--- config.mk ---
export PLATFORM = sky130hd
export DESIGN_NAME = door_travel_time_averager_top
export DESIGN_NICKNAME = d
export VERILOG_FILES = /design/src/dtta_pkg.sv /design/src/dtta_fold.sv /design/src/dtta_ctrl.sv /design/src/door_travel_time_averager_top.sv
export SDC_FILE = /design/constraint.sdc
export NUM_CORES = 1
export LEC_CHECK = 0
export BUFFER_PORTS_ARGS = -buffer_cell sky130_fd_sc_hd__buf_2
export CAP_MARGIN = 15
export CORE_ASPECT_RATIO = 1.75
export CORE_MARGIN = 4
export CORE_UTILIZATION = 55
export CTS_CLUSTER_DIAMETER = 30
export DETAILED_ROUTE_END_ITERATION = 10
export GPL_TIMING_DRIVEN = 0
export PLACE_DENSITY = 0.74
export SLEW_MARGIN = 20
export SYNTH_ARGS = -nofsm -noshare
export SYNTH_HDL_FRONTEND = slang
export SYNTH_SLANG_ARGS = --single-unit
--- constraint.sdc ---
create_clock -name clk -period 14.2 [get_ports clk]
set_clock_uncertainty 0.2 [all_clocks]
set_input_delay 2.84 -clock clk [delete_from_list [all_inputs] [get_ports clk]]
set_output_delay 2.84 -clock clk [all_outputs]
set_load 0.01 [all_outputs]
--- src/dtta_pkg.sv ---
// ----------------------------------------------------------------------------
// dtta_pkg
// Shared widths, codes and types of the door travel time averager.
// ----------------------------------------------------------------------------
package dtta_pkg;

    localparam int TICK_WIDTH_DEF = 32;
    localparam int TIME_W         = 16;
    localparam int COUNT_W        = 10;
    localparam int CONFIRM_W      = 8;
    localparam int CFG_IDX_W      = 2;
    localparam int CFG_DATA_W     = 10;
    localparam int PROD_W         = TIME_W + COUNT_W;
    localparam int DIVIDEND_W     = PROD_W + 1;
    localparam int DIVISOR_W      = COUNT_W + 1;
    localparam int STEP_W         = 5;

    // Configuration register indexes
    localparam logic [CFG_IDX_W-1:0] CFG_CONFIRM    = 2'd0;
    localparam logic [CFG_IDX_W-1:0] CFG_MAX_WEIGHT = 2'd1;

    localparam logic [CONFIRM_W-1:0] CONFIRM_RESET    = 8'd4;
    localparam logic [COUNT_W-1:0]   MAX_WEIGHT_RESET = 10'd1000;

    // Door status codes
    localparam logic [1:0] ST_CLOSED = 2'd0;
    localparam logic [1:0] ST_MOVING = 2'd1;
    localparam logic [1:0] ST_OPEN   = 2'd2;

    // New-sample flag codes
    localparam logic [1:0] FLAG_NONE  = 2'd0;
    localparam logic [1:0] FLAG_OPEN  = 2'd1;
    localparam logic [1:0] FLAG_CLOSE = 2'd2;

    typedef enum logic [2:0] {
        PH_READY,
        PH_MOVING,
        PH_STILL_MOVING,
        PH_OPEN,
        PH_CLOSED
    } door_phase_t;

    typedef enum logic [1:0] {
        SEQ_IDLE,
        SEQ_EVAL,
        SEQ_FOLD,
        SEQ_DONE
    } seq_state_t;

    typedef enum logic [1:0] {
        FU_IDLE,
        FU_MUL,
        FU_DIV,
        FU_DONE
    } fold_state_t;

    typedef struct packed {
        logic               start;
        logic [TIME_W-1:0]  mean;
        logic [COUNT_W-1:0] count;
        logic [TIME_W-1:0]  sample;
    } fold_req_t;

    typedef struct packed {
        logic               done;
        logic [TIME_W-1:0]  mean;
        logic [COUNT_W-1:0] count;
    } fold_rsp_t;

    typedef struct packed {
        logic [TIME_W-1:0] open_time;
        logic [TIME_W-1:0] close_time;
        logic [TIME_W-1:0] mean_open_time;
        logic [TIME_W-1:0] mean_close_time;
        logic [1:0]        new_sample;
    } dtta_result_t;

endpackage

--- src/dtta_fold.sv ---
// ----------------------------------------------------------------------------
// dtta_fold
// Serial mean update: (mean*count + sample) / (count + 1), one bit per cycle.
// ----------------------------------------------------------------------------
module dtta_fold (
    input  logic                           clk,
    input  logic                           rst_n,
    input  logic [dtta_pkg::COUNT_W-1:0]   max_weight,
    input  dtta_pkg::fold_req_t            req,
    output dtta_pkg::fold_rsp_t            rsp
);
    import dtta_pkg::*;

    fold_state_t           state_reg, state_next;
    logic [STEP_W-1:0]     step_reg, step_next;
    logic [TIME_W-1:0]     mcand_reg, mcand_next;
    logic [TIME_W:0]       hi_reg, hi_next;
    logic [COUNT_W-1:0]    lo_reg, lo_next;
    logic [DIVISOR_W-1:0]  divisor_reg, divisor_next;
    logic [COUNT_W-1:0]    wcount_reg, wcount_next;
    logic [DIVISOR_W-1:0]  rem_reg, rem_next;
    logic [TIME_W-1:0]     quo_reg, quo_next;

    logic [TIME_W:0]       hi_sum;
    logic [DIVIDEND_W-1:0] dividend;
    logic [DIVISOR_W+1:0]  trial;
    logic                  trial_ge;
    logic [DIVISOR_W-1:0]  count_inc;
    logic                  last_step;

    assign count_inc = {1'b0, req.count} + DIVISOR_W'(1);
    assign last_step = (step_reg == STEP_W'(1));
    assign hi_sum    = lo_reg[0] ? (hi_reg + {1'b0, mcand_reg}) : hi_reg;
    // product register after this step; the upper half starts at the sample,
    // so after the last step it holds mean*count + sample
    assign dividend  = {1'b0, hi_sum, lo_reg[COUNT_W-1:1]};
    assign trial     = {1'b0, rem_reg, quo_reg[TIME_W-1]} - {2'b00, divisor_reg};
    assign trial_ge  = ~trial[DIVISOR_W+1];

    // Next state
    always_comb
    begin
        state_next = state_reg;
        unique case (state_reg)
            FU_IDLE: if (req.start) state_next = FU_MUL;
            FU_MUL:  if (last_step) state_next = FU_DIV;
            FU_DIV:  if (last_step) state_next = FU_DONE;
            FU_DONE: state_next = FU_IDLE;
            default: state_next = FU_IDLE;
        endcase
    end

    // Datapath
    always_comb
    begin
        step_next    = step_reg;
        mcand_next   = mcand_reg;
        hi_next      = hi_reg;
        lo_next      = lo_reg;
        divisor_next = divisor_reg;
        wcount_next  = wcount_reg;
        rem_next     = rem_reg;
        quo_next     = quo_reg;
        unique case (state_reg)
            FU_IDLE:
            begin
                if (req.start)
                begin
                    step_next    = STEP_W'(COUNT_W);
                    mcand_next   = req.mean;
                    hi_next      = {1'b0, req.sample};
                    lo_next      = req.count;
                    divisor_next = count_inc;
                    wcount_next  = (count_inc > {1'b0, max_weight}) ? max_weight
                                                                    : count_inc[COUNT_W-1:0];
                end
            end
            FU_MUL:
            begin
                // add multiplicand on a set multiplier bit, shift product right
                {hi_next, lo_next} = dividend;
                step_next = step_reg - STEP_W'(1);
                if (last_step)
                begin
                    // quotient fits 16 bits, so the top part is below the divisor
                    step_next = STEP_W'(TIME_W);
                    rem_next  = dividend[DIVIDEND_W-1:TIME_W];
                    quo_next  = dividend[TIME_W-1:0];
                end
            end
            FU_DIV:
            begin
                rem_next  = trial_ge ? trial[DIVISOR_W-1:0]
                                     : {rem_reg[DIVISOR_W-2:0], quo_reg[TIME_W-1]};
                quo_next  = {quo_reg[TIME_W-2:0], trial_ge};
                step_next = step_reg - STEP_W'(1);
            end
            default:
            begin
            end
        endcase
    end

    always_ff @(posedge clk or negedge rst_n)
    begin
        if (!rst_n)
        begin
            state_reg <= FU_IDLE;
            step_reg  <= '0;
        end
        else
        begin
            state_reg <= state_next;
            step_reg  <= step_next;
        end
    end

    always_ff @(posedge clk)
    begin
        mcand_reg   <= mcand_next;
        hi_reg      <= hi_next;
        lo_reg      <= lo_next;
        divisor_reg <= divisor_next;
        wcount_reg  <= wcount_next;
        rem_reg     <= rem_next;
        quo_reg     <= quo_next;
    end

    // Outputs
    always_comb
    begin
        rsp.done  = (state_reg == FU_DONE);
        rsp.mean  = quo_reg;
        rsp.count = wcount_reg;
    end

endmodule

--- src/dtta_ctrl.sv ---
// ----------------------------------------------------------------------------
// dtta_ctrl
// Door phase tracking, item sequencing and the stored times and means.
// ----------------------------------------------------------------------------
module dtta_ctrl #(
    parameter int TICK_WIDTH = dtta_pkg::TICK_WIDTH_DEF
) (
    input  logic                            clk,
    input  logic                            rst_n,
    input  logic                            in_valid,
    output logic                            in_ready,
    input  logic [1:0]                      door_status,
    input  logic                            run_mode,
    input  logic [TICK_WIDTH-1:0]           tick_now,
    input  logic [dtta_pkg::CONFIRM_W-1:0]  confirm_samples,
    output dtta_pkg::fold_req_t             fold_req,
    input  dtta_pkg::fold_rsp_t             fold_rsp,
    output logic                            res_valid,
    input  logic                            res_take,
    output dtta_pkg::dtta_result_t          result
);
    import dtta_pkg::*;

    seq_state_t            seq_reg, seq_next;
    door_phase_t           phase_reg, phase_next;
    logic [CONFIRM_W-1:0]  cnt_reg, cnt_next;
    logic [TIME_W-1:0]     start_reg, start_next;
    logic [TIME_W-1:0]     elapsed_reg, elapsed_next;
    logic [1:0]            status_reg;
    logic                  run_reg;
    logic [TIME_W-1:0]     tick_reg;
    logic [1:0]            flag_reg;
    logic [COUNT_W-1:0]    open_cnt_reg, close_cnt_reg;
    logic [TIME_W-1:0]     open_mean_reg, close_mean_reg;
    logic [TIME_W-1:0]     open_last_reg, close_last_reg;

    logic                  rec;
    logic                  rec_open;
    logic                  match;
    logic [1:0]            target;
    logic [CONFIRM_W-1:0]  cnt_inc;
    logic                  accept;

    assign accept  = in_valid && in_ready;
    assign cnt_inc = cnt_reg + CONFIRM_W'(1);

    // Door phase update for the held word
    always_comb
    begin
        phase_next   = phase_reg;
        cnt_next     = cnt_reg;
        start_next   = start_reg;
        elapsed_next = elapsed_reg;
        rec          = 1'b0;
        rec_open     = (phase_reg == PH_OPEN);
        target       = (phase_reg == PH_OPEN) ? ST_OPEN
                     : (phase_reg == PH_CLOSED) ? ST_CLOSED : ST_MOVING;
        match        = (status_reg == target);
        case (phase_reg)
            PH_MOVING, PH_OPEN, PH_CLOSED:
            begin
                if (match)
                begin
                    cnt_next = cnt_inc;
                end
                if (cnt_next == confirm_samples)
                begin
                    if (phase_reg == PH_MOVING)
                    begin
                        phase_next = PH_STILL_MOVING;
                    end
                    else
                    begin
                        phase_next = PH_READY;
                        rec        = 1'b1;
                    end
                end
                if (!match)
                begin
                    phase_next = PH_READY;
                end
            end
            PH_STILL_MOVING:
            begin
                if (status_reg == ST_OPEN || status_reg == ST_CLOSED)
                begin
                    phase_next   = (status_reg == ST_OPEN) ? PH_OPEN : PH_CLOSED;
                    elapsed_next = tick_reg - start_reg;
                    cnt_next     = '0;
                end
            end
            default:
            begin
                phase_next   = PH_READY;
                elapsed_next = '0;
                if (status_reg == ST_MOVING)
                begin
                    phase_next = PH_MOVING;
                    start_next = tick_reg;
                    cnt_next   = '0;
                end
            end
        endcase
        if (!run_reg)
        begin
            phase_next   = phase_reg;
            cnt_next     = cnt_reg;
            start_next   = start_reg;
            elapsed_next = elapsed_reg;
            rec          = 1'b0;
        end
    end

    // Sequencer next state
    always_comb
    begin
        seq_next = seq_reg;
        unique case (seq_reg)
            SEQ_IDLE: if (in_valid) seq_next = SEQ_EVAL;
            SEQ_EVAL: seq_next = rec ? SEQ_FOLD : SEQ_DONE;
            SEQ_FOLD: if (fold_rsp.done) seq_next = SEQ_DONE;
            SEQ_DONE: if (res_take) seq_next = SEQ_IDLE;
            default:  seq_next = SEQ_IDLE;
        endcase
    end

    // Sequencer outputs
    always_comb
    begin
        in_ready       = (seq_reg == SEQ_IDLE);
        res_valid      = (seq_reg == SEQ_DONE);
        fold_req.start = (seq_reg == SEQ_EVAL) && rec;
        fold_req.mean  = rec_open ? open_mean_reg : close_mean_reg;
        fold_req.count = rec_open ? open_cnt_reg : close_cnt_reg;
        fold_req.sample = elapsed_reg;
    end

    always_comb
    begin
        result.open_time       = open_last_reg;
        result.close_time      = close_last_reg;
        result.mean_open_time  = open_mean_reg;
        result.mean_close_time = close_mean_reg;
        result.new_sample      = flag_reg;
    end

    always_ff @(posedge clk or negedge rst_n)
    begin
        if (!rst_n)
        begin
            seq_reg        <= SEQ_IDLE;
            phase_reg      <= PH_READY;
            cnt_reg        <= '0;
            start_reg      <= '0;
            elapsed_reg    <= '0;
            flag_reg       <= FLAG_NONE;
            open_cnt_reg   <= '0;
            close_cnt_reg  <= '0;
            open_mean_reg  <= '0;
            close_mean_reg <= '0;
            open_last_reg  <= '0;
            close_last_reg <= '0;
        end
        else
        begin
            seq_reg <= seq_next;
            if (seq_reg == SEQ_EVAL)
            begin
                phase_reg   <= phase_next;
                cnt_reg     <= cnt_next;
                start_reg   <= start_next;
                elapsed_reg <= elapsed_next;
                flag_reg    <= FLAG_NONE;
                if (rec)
                begin
                    if (rec_open)
                    begin
                        open_last_reg <= elapsed_reg;
                        flag_reg      <= FLAG_OPEN;
                    end
                    else
                    begin
                        close_last_reg <= elapsed_reg;
                        flag_reg       <= FLAG_CLOSE;
                    end
                end
            end
            if (seq_reg == SEQ_FOLD && fold_rsp.done)
            begin
                if (flag_reg == FLAG_OPEN)
                begin
                    open_mean_reg <= fold_rsp.mean;
                    open_cnt_reg  <= fold_rsp.count;
                end
                else
                begin
                    close_mean_reg <= fold_rsp.mean;
                    close_cnt_reg  <= fold_rsp.count;
                end
            end
        end
    end

    // Hold the accepted word
    always_ff @(posedge clk)
    begin
        if (accept)
        begin
            status_reg <= door_status;
            run_reg    <= run_mode;
            tick_reg   <= tick_now[TIME_W-1:0];
        end
    end

endmodule

--- src/door_travel_time_averager_top.sv ---
// ----------------------------------------------------------------------------
// door_travel_time_averager_top
// Door travel time measurement with confirmed end states and running means.
// ----------------------------------------------------------------------------
// Each input word carries the door status, a run-mode bit and the current
// tick. One result word comes back for every input word, in order, holding
// the last open and close travel times, their running means and a flag that
// tells whether this word recorded a new open or close time. A word that
// records nothing goes through evaluation and handoff; a word that records
// a time also goes through the serial mean unit: a shift-add multiply (one
// count bit per cycle, seeded with the new time), then a restoring division
// (one quotient bit per cycle), before handoff. The next word is accepted
// only after handoff. A result that cannot leave because the output
// register is full and out_ready is low holds the input for as long.
// A finished result sits in the output register while the next word is
// accepted and worked on. Configuration writes are always taken; write them
// only while no word is in flight. Register 0 is confirm_samples, register 1
// max_weight.
// ----------------------------------------------------------------------------
module door_travel_time_averager_top #(
    parameter int TICK_WIDTH = dtta_pkg::TICK_WIDTH_DEF
) (
    input  logic                              clk,
    input  logic                              rst_n,
    // input words
    input  logic                              in_valid,
    output logic                              in_ready,
    input  logic [1:0]                        door_status,
    input  logic                              run_mode,
    input  logic [TICK_WIDTH-1:0]             tick_now,
    // result words
    output logic                              out_valid,
    input  logic                              out_ready,
    output logic [dtta_pkg::TIME_W-1:0]       open_time,
    output logic [dtta_pkg::TIME_W-1:0]       close_time,
    output logic [dtta_pkg::TIME_W-1:0]       mean_open_time,
    output logic [dtta_pkg::TIME_W-1:0]       mean_close_time,
    output logic [1:0]                        new_sample,
    // configuration writes
    input  logic                              cfg_valid,
    output logic                              cfg_ready,
    input  logic [dtta_pkg::CFG_IDX_W-1:0]    cfg_index,
    input  logic [dtta_pkg::CFG_DATA_W-1:0]   cfg_data
);
    import dtta_pkg::*;

    logic [CONFIRM_W-1:0] confirm_reg;
    logic [COUNT_W-1:0]   max_weight_reg;
    logic                 out_valid_reg;
    dtta_result_t         out_reg;
    dtta_result_t         result;
    fold_req_t            fold_req;
    fold_rsp_t            fold_rsp;
    logic                 res_valid;
    logic                 slot_free;

    // Configuration registers: writes never stall
    assign cfg_ready = 1'b1;

    always_ff @(posedge clk or negedge rst_n)
    begin
        if (!rst_n)
        begin
            confirm_reg    <= CONFIRM_RESET;
            max_weight_reg <= MAX_WEIGHT_RESET;
        end
        else if (cfg_valid && cfg_ready)
        begin
            unique case (cfg_index)
                CFG_CONFIRM:    confirm_reg    <= cfg_data[CONFIRM_W-1:0];
                CFG_MAX_WEIGHT: max_weight_reg <= cfg_data[COUNT_W-1:0];
                default:
                begin
                end
            endcase
        end
    end

    // Phase tracking and sequencing
    dtta_ctrl #(
        .TICK_WIDTH (TICK_WIDTH)
    ) u_ctrl (
        .clk             (clk),
        .rst_n           (rst_n),
        .in_valid        (in_valid),
        .in_ready        (in_ready),
        .door_status     (door_status),
        .run_mode        (run_mode),
        .tick_now        (tick_now),
        .confirm_samples (confirm_reg),
        .fold_req        (fold_req),
        .fold_rsp        (fold_rsp),
        .res_valid       (res_valid),
        .res_take        (slot_free),
        .result          (result)
    );

    // Serial mean update
    dtta_fold u_fold (
        .clk        (clk),
        .rst_n      (rst_n),
        .max_weight (max_weight_reg),
        .req        (fold_req),
        .rsp        (fold_rsp)
    );

    // Output register: load a finished result when the slot is empty or
    // being drained this cycle
    assign slot_free = !out_valid_reg || out_ready;

    always_ff @(posedge clk or negedge rst_n)
    begin
        if (!rst_n)
        begin
            out_valid_reg <= 1'b0;
        end
        else if (slot_free)
        begin
            out_valid_reg <= res_valid;
        end
    end

    always_ff @(posedge clk)
    begin
        if (slot_free && res_valid)
        begin
            out_reg <= result;
        end
    end

    assign out_valid       = out_valid_reg;
    assign open_time       = out_reg.open_time;
    assign close_time      = out_reg.close_time;
    assign mean_open_time  = out_reg.mean_open_time;
    assign mean_close_time = out_reg.mean_close_time;
    assign new_sample      = out_reg.new_sample;

endmodule

==> flow_summary.ini <==
[logic_synthesis]
synthSimpleGateAreaFrac_pct = 9.17
synth_top_family_by_area = multiplexers
syn-cell-area_sq_mm = 0.0158
syn_avg_cell_area_sq_um = 12.5
syn_inst = 1261
ys.flop_type = edfxtp_1
synth_edf_count = 175
synth.yosys.seq_area_share_pct = 58.2
synth_compound_area_share_pct = 9.83
synth.area.mux_share_pct = 11.6
synth-adder-area-share_pct = 5.53
ys_warn_count = 0
synth_xor_area_share_pct = 2.55
ys_seq_elements = 332
synth.distinct_cells = 77
async_reset_ff_share_pct = 47.3
syn_nets = 1381

[power]
peakVddDrop_v = 0.000145
powerDensity_mw_per_mm2 = 117
leakage_uw = 0.00802

[critical_path]
cp.arrival_ps = 5220
crit_required_ps = 14270
path_cells = buf_2 -> and3b_1 -> buf_4 -> mux2i_1 -> inv_1 -> ha_1 -> nand2b_1 -> nor2_1 -> xnor2_1 -> ha_1 -> a21o_1 -> a21oi_1 -> nor2b_1 -> o21ai_0 -> a21oi_1 -> o32ai_2 -> and2_1 -> buf_2 -> mux2_2
worstSetupPathType = register to register
cp_slowest_cell = mux2i_1
cp_slowest_stage_delay_ps = 630
cp_max_fo = 10
critPathTopFamily = compound AO/OA/AOI/OAI gates
crit_path_end_kind = register
path_buf_inv = 4
startpoint_type = register

[global_routing]
grt_max_degree = 96
gr-total-overflow = 0
grt_busiest_layer = met2
grtUsageMet2_pct = 42.5
grt_use_total_pct = 22.8
grt_pass1_vias = 10800
use_met1_pct = 24.8
grt_pass1_wl_microns = 56100
antenna_found_initial = 0
use_met3_pct = 2.97

[sta]
setup_viol = 0
max_freq_mhz = 194
drv_slew = 0
relSlewSlack_pct = 39.9
period_needed_ps = 5150
hold_viol_final = 0
finalCritPeriodShare_pct = 36.3
finalSetupTns_ps = 0
fin_hold_ws_ps = 244
rsz0062_at_grt = false
worstMarginPinSlew_ps = 902

[placement]
io_buffer_count = 103
dp_hpwl_microns = 26100
globalplace.congestion = 0.903

[floorplanning]
start_util_pct = 56.1
num_rows = 81
core-area_sq_mm = 0.0282
die_w_microns = 136
die-area_sq_mm = 0.0316
io_pins = 121
fp.dieH_microns = 232

[finish]
seqCellArea_sq_mm = 0.00919
fill_cells = 2181
num-nets-final = 1534
multi_input_area_sq_mm = 0.00613
drive_gt1_share_pct = 25.0
num_antenna_cells = 0
area.growth.synth_to_final_pct = 15.9

[cts]
root_buffer = clkbuf_16
clk_pin_slew_ps = 60
insertion_delay_ps = 540
clock_tree.buffer_depth = 3
hold_buffers = 0
htreeDepth = 2
cts_setup_buffers = 0
clock-sinks = 332
cts-resized-gates = 0
cts_buffers = 41
cts_tree = done

[detailed_routing]
wl_microns = 35000
vias = 10300
drc_errors = 0
dr.pass1.iters = 5
routed_via_density = 5.64
post_drt_wl_per_cell_microns = 19.2
drt-initial-drc-count = 485
antenna_left = 0

[status]
status = completed

[job]
maxCapViolations = 0

[min_path]
hold_path.class = register to register
## path summary, 6_finish.rpt
check | from | endpoint | slack (ps) | cells past startpoint
worst min-delay path | u_ctrl.open_last_reg[8] | open_time[8] | 240 | 0
min in group asynchronous | rst_n | u_ctrl.open_cnt_reg[4] | 2060 | 1
worst max-delay path | u_ctrl.phase_reg[2] | u_fold.wcount_reg[2] | 9050 | 19
worst max register to register | u_ctrl.phase_reg[2] | u_fold.wcount_reg[2] | 9050 | 19
worst min register to register | u_ctrl.open_last_reg[8] | open_time[8] | 240 | 0
max in group asynchronous | rst_n | u_ctrl.open_mean_reg[11] | 10890 | 2
## layout by cell type, fill, tap and decap left out, types with 7 or more instances in the layout
master and instances:
buf_2 107, clkbuf_1 28, xnor2_1 28, xor2_1 18, inv_6 7, a22o_1 13, a21oi_1 64, o21a_1 9
mux2i_1 23, o31ai_1 12, dfrtp_1 150, mux2_2 117, buf_4 9, nand3_1 18, clkbuf_16 43, ha_1 65
nand2b_1 7, nand2_1 128, dfstp_2 7, edfxtp_1 175, a21o_1 11, nor2b_1 8, nor2_1 71, mux2_4 18
o21ai_0 66, inv_1 74, nor3_1 17
## routing by layer
metal | wire length, microns | part of all wire, % | up-vias
met2 | 19300 | 55 | 254
li1 | - | - | 4893
met1 | 12500 | 36 | 5017
met5 | 0 | 0 | -
met4 | 1870 | 5.3 | 0
met3 | 1270 | 3.6 | 99
## cell families (layout without fill, tap and decap cells)
| logic type | Yosys count | in the layout |
|---|---|---|
| XOR/XNOR | 46 | 46 |
| flip-flops | 332 | 332 |
| multiplexers | 159 | 159 |
| buffers and inverters | 116 | 301 |
| AO/OA/AOI/OAI | 237 | 237 |
| adder cells (fa/ha/maj) | 68 | 68 |
| other | 1 | 1 |
| AND/OR/NAND/NOR | 302 | 302 |
## Yosys cell counts, drive strengths merged (4+ instances only)
library cell / n / share of area (%)
o31ai: 12 / 0.57
nand2b: 7 / 0.28
mux2: 136 / 10
inv: 74 / 1.8
ha: 65 / 5.1
a21o: 12 / 0.57
nor4: 4 / 0.16
o211ai: 5 / 0.24
a22o: 13 / 0.72
o2111ai: 6 / 0.33
nor3b: 5 / 0.31
o21ai: 66 / 2.1
or3: 5 / 0.20
a2111oi: 4 / 0.26
nand4b: 4 / 0.22
nor3: 19 / 0.67
and2: 6 / 0.24
clkbuf: 26 / 0.62
nand3b: 5 / 0.24
nand3: 19 / 0.68
a21oi: 66 / 2.2
a211oi: 5 / 0.24
nor2b: 8 / 0.32
dfstp: 7 / 1.2
edfxtp: 175 / 33
o21a: 9 / 0.43
xnor2: 28 / 1.6
nand2: 128 / 3.0
dfrtp: 150 / 24
a31oi: 4 / 0.16
or2: 7 / 0.28
xor2: 18 / 1.0
buf: 16 / 0.79
nor2: 73 / 1.9
mux2i: 23 / 1.5
o21bai: 4 / 0.19
## power by group
| part | leakage [uW] | switching [uW] | internal (uW) | total (uW) |
|---|---|---|---|---|
| clock network | 0.000699 | 421 | 642 | 1060 |
| registers | 0.00377 | 8.18 | 1020 | 1030 |
| logic | 0.00356 | 25.6 | 21.2 | 46.8 |
| total | 0.00802 | 455 | 1680 | 2140 |
## area by class of cell
class | count | share of cell area (%)
well taps | 373 | 2.55
inverters | 74 | 1.52
repair buffers | 110 | 3.39
multi-input cells | 813 | 33.4
plain buffers | 42 | 1.22
clock inverters | 26 | 1.52
flip-flops and latches | 332 | 50.2
clock buffers | 49 | 6.21
## worst reg2reg max path, delay by kind of cell (launching register included)
kind	cells	cell delay [ps]
AOI/OAI and AO/OA	5	1110
xor gates and xnor gates	1	330
adders and majority gates	2	570
buffers and inverters	4	640
DFF	1	370
muxes	2	990
and+or+nand+nor	5	690
## metrics by stage
step	instance area, sq um	cells	power, uW	setup slack, ps	util, %
detailed placement	16900	1744	1100	9060	60.0
global route	18300	1819	2210	8710	65.0
CTS	18300	1819	2160	9070	65.0
floorplan	15800	1261	1070	8470	-
finish	18300	1819	2140	9050	65.0
global placement	16800	1737	1090	6060	59.6
(Power assumes the default switching activity.)
